File: config.mk
export PLATFORM = sky130hd
export DESIGN_NAME = npcm_ctrl
export DESIGN_NICKNAME = d
export VERILOG_FILES = /design/src/hdl/npcm_pkg.sv /design/src/hdl/npcm_ctrl.sv
export VERILOG_INCLUDE_DIRS = /design/src /design/src/hdl
export SDC_FILE = /design/constraint.sdc
export NUM_CORES = 1
export LEC_CHECK = 0
export ABC_AREA = 1
export BUFFER_PORTS_ARGS = -buffer_cell sky130_fd_sc_hd__buf_4
export CAP_MARGIN = 20
export CORE_MARGIN = 2
export CORE_UTILIZATION = 29
export CTS_CLUSTER_SIZE = 8
export DETAILED_ROUTE_END_ITERATION = 8
export MAX_ROUTING_LAYER = met4
export PLACE_DENSITY = 0.47
export SYNTH_ARGS = -nofsm -noshare
export SYNTH_HDL_FRONTEND = slang
export SYNTH_SLANG_ARGS = --single-unit
File: constraint.sdc
create_clock -name i_clk -period 4.8 [get_ports i_clk]
set_input_delay 0.72 -clock i_clk [delete_from_list [all_inputs] [get_ports i_clk]]
set_output_delay 0.72 -clock i_clk [all_outputs]
set_load 0.02 [all_outputs]
File: src/hdl/nearest_palette_color_match_defines.svh
// Assertion helpers for the palette matcher
`ifndef NEAREST_PALETTE_COLOR_MATCH_DEFINES_SVH
`define NEAREST_PALETTE_COLOR_MATCH_DEFINES_SVH

// Same-cycle implication, disabled during reset
`define NPCM_ASSERT_IMP(lbl, clk, rst_n, a, c) \
    lbl: assert property (@(posedge clk) disable iff (!rst_n) (a) |-> (c)) \
        else $error("npcm check failed");

// Next-cycle implication, disabled during reset
`define NPCM_ASSERT_NXT(lbl, clk, rst_n, a, c) \
    lbl: assert property (@(posedge clk) disable iff (!rst_n) (a) |=> (c)) \
        else $error("npcm check failed");

`endif

File: src/hdl/npcm_pkg.sv
`timescale 1ns / 1ps
// ----------------------------------------------------------------------------
// npcm_pkg
// Shared types and codes for the palette colour matcher.
// ----------------------------------------------------------------------------
package npcm_pkg;

    // Item operation codes
    localparam logic [1:0] OP_WRITE = 2'd0;
    localparam logic [1:0] OP_MATCH = 2'd1;
    localparam logic [1:0] OP_CLEAR = 2'd2;

    // Configuration register indexes
    localparam logic REG_COUNT     = 1'b0;
    localparam logic REG_NO_REPEAT = 1'b1;

    localparam int unsigned IDX_W  = 12;
    localparam int unsigned DIST_W = 9;
    localparam int unsigned CNT_W  = 13;

    // Controller to datapath commands
    typedef struct packed {
        logic pal_wr;   // write palette entry from input beat
        logic start;    // latch query pixel, clear best
        logic issue;    // read entry at scan address
        logic clr_wr;   // clear one used mark at sweep address
        logic mark;     // mark winner used (no-repeat only)
        logic load;     // move result into output register
    } t_cmd;

    // Datapath status
    typedef struct packed {
        logic busy;     // scan pipeline holds live entries
        logic out_free; // output register can take a result
    } t_sts;

endpackage

File: src/hdl/npcm_ctrl.sv
`timescale 1ns / 1ps
// ----------------------------------------------------------------------------
// npcm_ctrl
// Sequencer: used-mark sweep, palette scan issue, mark and result hand-off.
// ----------------------------------------------------------------------------
`include "nearest_palette_color_match_defines.svh"
module npcm_ctrl
    import npcm_pkg::*;
#(
    parameter int unsigned PALETTE_DEPTH = 4096,
    parameter int unsigned AW = 12,
    parameter int unsigned CW = 13
) (
    input  logic               i_clk,
    input  logic               i_rst_n,
    input  logic               i_in_valid,
    output logic               o_in_ready,
    input  logic [1:0]         i_op,
    input  logic [CNT_W-1:0]   i_palette_count,
    output t_cmd               o_cmd,
    output logic [AW-1:0]      o_addr,
    input  t_sts               i_sts
);

    typedef enum logic [2:0] {
        S_CLR, S_IDLE, S_SCAN, S_DRAIN, S_MARK, S_OUT
    } t_state;

    t_state          r_state;
    logic [CW-1:0]   r_cnt;
    logic [CW-1:0]   r_lim;
    logic [CW-1:0]   w_lim;
    logic            w_acc;

    assign o_in_ready = (r_state == S_IDLE);
    assign w_acc      = i_in_valid && o_in_ready;
    assign o_addr     = r_cnt[AW-1:0];

    // active entries, saturated to the store depth
    assign w_lim = (32'(i_palette_count) > 32'(PALETTE_DEPTH)) ? CW'(PALETTE_DEPTH)
                                                             : CW'(i_palette_count);

    // commands
    always_comb begin
        o_cmd        = '0;
        o_cmd.pal_wr = w_acc && (i_op == OP_WRITE);
        o_cmd.start  = w_acc && (i_op == OP_MATCH);
        o_cmd.issue  = (r_state == S_SCAN);
        o_cmd.clr_wr = (r_state == S_CLR);
        o_cmd.mark   = (r_state == S_MARK);
        o_cmd.load   = (r_state == S_OUT) && i_sts.out_free;
    end

    // state and counters
    always_ff @(posedge i_clk) begin
        if (!i_rst_n) begin
            r_state <= S_CLR;
            r_cnt   <= '0;
            r_lim   <= '0;
        end else begin
            case (r_state)
                S_CLR: begin
                    if (r_cnt == CW'(PALETTE_DEPTH - 1)) begin
                        r_state <= S_IDLE;
                        r_cnt   <= '0;
                    end else begin
                        r_cnt <= r_cnt + 1'b1;
                    end
                end
                S_IDLE: begin
                    if (w_acc && i_op == OP_CLEAR) begin
                        r_state <= S_CLR;
                        r_cnt   <= '0;
                    end else if (w_acc && i_op == OP_MATCH) begin
                        r_lim   <= w_lim;
                        r_cnt   <= '0;
                        r_state <= (w_lim == '0) ? S_MARK : S_SCAN;
                    end
                end
                S_SCAN: begin
                    if (r_cnt == r_lim - 1'b1) begin
                        r_state <= S_DRAIN;
                    end else begin
                        r_cnt <= r_cnt + 1'b1;
                    end
                end
                S_DRAIN: begin
                    if (!i_sts.busy) r_state <= S_MARK;
                end
                S_MARK: begin
                    r_state <= S_OUT;
                end
                S_OUT: begin
                    if (i_sts.out_free) r_state <= S_IDLE;
                end
                default: begin
                    r_state <= S_IDLE;
                end
            endcase
        end
    end

    // checks
    `NPCM_ASSERT_IMP(a_idle_quiet, i_clk, i_rst_n, r_state == S_IDLE, !i_sts.busy)
    `NPCM_ASSERT_NXT(a_load_idle, i_clk, i_rst_n, o_cmd.load, r_state == S_IDLE)
    `NPCM_ASSERT_IMP(a_scan_range, i_clk, i_rst_n, r_state == S_SCAN, r_cnt < r_lim)

endmodule

==> impl_metrics.csv <==
group,metric,value,unit
final_layout,nets,420,
cts,cts_made_buffers,5,
setup_path,path_delay_family,"simple AND/OR/NAND/NOR gates",
pwr,total_power,481,uW
timing,fin_crit,2.41,ns
global_route,grt_pass1_vias,2268,
synth,ys_ff_latch,29,
setup_path,worstSetupEndpointType,"output port",
synth,ys_seq_area_frac,0.237,
cts,root_buffer,"clkbuf_8",
pwr,ir_drop,0.0695,mV
routing,vias_per_cell,4.62,
timing,hold-worst-slack,0.501,ns
timing,finalHoldViolations,0,
cts,cts_hold_buf,0,
timing,tns,0,ns
setup_path,r2r_cells,15,
worst_hold_path,hp-start,"r_lim[11]",
timing,rsz0062_at_grt,"false",
place,port_buffers,38,
synth,syn_inst,374,
cts,cts_sinks,29,
cts,cts_tree,"built",
synth,synth_cell_types,39,
setup_path,worstSetupStartpoint,"r_state[0]",
setup_path,startpoint_type,"flip-flop",
routing,first_pass_iters,4,
cts,clockBufferDepth,2,
place,placed_area,2710,sq um
cts,insertion_delay,0.28,ns
floorplan,initial_core_util,0.298,
place,preCtsSetupSlack,2.53,ns
setup_path,cp_data_required_time,4.08,ns
timing,slew_violations,0,
floorplan,dieArea,9190,sq um
cts,path_clk_slew,0.06,ns
routing,ant_nets,0,
global_route,grt_pass1_wl,10500,um
final_layout,num_antenna_cells,0,
worst_hold_path,hold_depth,2,
timing,max_slew_margin,0.386,
timing,setup-violations-final,0,
floorplan,core_area,8220,sq um
setup_path,cp_max_fo,14,
place,hpwl,4770,um
setup_path,regToRegEndpoint,"r_cnt[1]",
global_route,track_usage,0.150,
setup_path,path_buf_inv,3,
synth,synthArstFlopShare,0,
synth,synth_fp_nets,396,
timing,fmax,414,MHz
setup_path,r2r_slack,2.56,ns
synth,synth.avg_cell_area,6.54,sq um
final_layout,areaGrowthSynthToFinish,14.1,%
timing,final.setup.worst_slack,2.39,ns
synth,syn_area,2450,sq um
setup_path,worst-setup-path-type,"reg2out",
setup_path,rr_startpoint,"r_lim[0]",
cts,htreeDepth,2,
worst_hold_path,worst_hold_path.endpoint,"r_lim[11]",
synth,yosys.area.top_type_share,0.237,
timing,fin_crit_sh,0.503,
floorplan,die_w,95.9,um
global_route,overflow,0,
cts,post-cts-setup-buffers,0,
setup_path,cpMaxStageDelayCell,"dfxtp_1",
routing,avgRoutedWirePerCell,12.3,um
timing,worstMarginPinSlew,0.920,ns
status,outcome,"finished clean",
cts,cts-resized-gates,0,
pwr,cellLeakagePower,1.19,nW
floorplan,die_h,95.9,um
synth,synth_edf_count,0,
final_layout,final_cell_area,2790,sq um
flow_run,cap_viol_max_count,0,
timing,finClkSkew,0.00471,ns
floorplan,rows,33,
global_route,antenna_found_initial,0,
synth,ys.flop_type,"dfxtp_1",
routing,num_vias,2327,
final_layout,drive_gt1_frac,0.246,
global_route,grt_max_degree,25,
synth,yosysTopAreaCell,"dfxtp_1",
floorplan,ios,39,
setup_path,worstPathArrival,1.69,ns
routing,totalWireLength,6180,um
routing,drt_iter0_drc,86,
routing,drc,0,
worst_hold_path,hp-class,"reg2reg",
synth,yosys-top-cells-area,"dfxtp_1, nand2_1, nand3_1",
place,place_congestion,0.836,
setup_path,cp_cell_sequence,"nand2_4, nor2_8, nand2_4, inv_2, nand3_4, inv_2, buf_4",
synth,ys_warn_count,0,
pwr,power_density,172,nW/um^2
setup_path,crit_path_max_incr_delay,0.49,ns
how the worst max path moves through the flow:
stage | endpoint | slack (ns) | cells past startpoint
final | o_cmd[4] | 2.39 | 7
after global routing | r_cnt[1] | 2.22 | 15
after CTS | o_cmd[4] | 2.35 | 7
after detailed placement | r_cnt[1] | 2.53 | 15
after global placement | r_lim[10] | 2.58 | 9
after floorplan | o_cmd[5] | 2.80 | 4
cells in the final DEF, fill, tap and decap left out, types with 5 or more instances in the layout:
master    instances
nand2_1          99
buf_4            38
nand3_1          35
nor2_1           34
dfxtp_1          29
inv_1            27
a21oi_1          22
xor2_1           15
inv_2            12
nand2_2          10
a21oi_2           8
nor2_2            7
o21ai_0           7
xnor2_1           5
clkbuf_8          5
flip-flops by register name, indices dropped and copies added, names as in the netlist:
name and flops:
r_lim 13, r_cnt 13, r_state 3
cell families (layout without fill, tap and decap cells):
group | count (synthesis) | count (layout) | synth area share
AO/OA/AOI/OAI | 43 | 43 | 0.103
XOR/XNOR | 20 | 20 | 0.0716
adder cells (fa/ha/maj) | 2 | 2 | 0.0102
buffers and inverters | 61 | 86 | 0.124
flip-flops | 29 | 29 | 0.237
AND/OR/NAND/NOR | 219 | 219 | 0.454
metrics by stage:
step	instances	utilization
floorplan	374	-
global placement	496	0.330
detailed placement	496	0.330
CTS	504	0.340
global route	504	0.340
finish	504	0.340
power by group:
group          leakage (nW)  total (mW)  switching, mW  internal, mW
registers             0.234       0.248        0.00498         0.243
logic                 0.920      0.0371         0.0185        0.0186
clock network        0.0395       0.196         0.0931         0.103
total                  1.19       0.481          0.117         0.364
worst reg2reg max path: stages (launching register included):
cell	delay, ns
dfxtp_1	0.35
inv_1	0.12
ha_1	0.23
nand3_2	0.14
nor2_2	0.16
nand2_1	0.07
nand2_1	0.05
nand2_1	0.04
nor2_1	0.11
nand2_1	0.09
nor2_4	0.12
nand3_4	0.19
nand2_4	0.25
nand2_1	0.08
nand2_1	0.06
nor2_1	0.03
cell usage after synthesis, types with 2 or more instances:
cell type,number
nand3_2,2
nand2_4,3
nand3_4,2
a21oi_1,22
nor2_2,7
a21oi_2,8
nand3_1,35
o21ai_1,3
nor2_8,2
xor2_1,15
inv_2,12
nand4_1,3
nor3_4,2
o21ai_0,7
buf_2,4
xnor2_1,5
dfxtp_1,29
nand2_2,10
or2_1,2
nand2_1,99
nor4_1,2
nor3_2,4
nor2_1,34
nor3_1,4
nand3b_1,3
clkbuf_1,3
inv_1,27
ha_1,2
buf_4,12
nor2_4,2
final cells by class:
| cell class | count | area [sq um] |
|---|---|---|
| clock buffer | 8 | 80.1 |
| sequential | 29 | 581 |
| fill | 917 | 5430 |
| timing repair buffer | 38 | 285 |
| tap | 105 | 131 |
| inverter | 40 | 150 |
| multi-input combinational | 284 | 1560 |
routing by layer:
metal | share of wire | track usage | up-vias
li1 | - | - | 1239
met1 | 0.48 | 0.188 | 1032
met5 | 0 | - | -
met2 | 0.47 | 0.251 | 43
met4 | 0.011 | 0.0405 | 0
met3 | 0.041 | 0.0251 | 13
(Power assumes the default switching activity.)
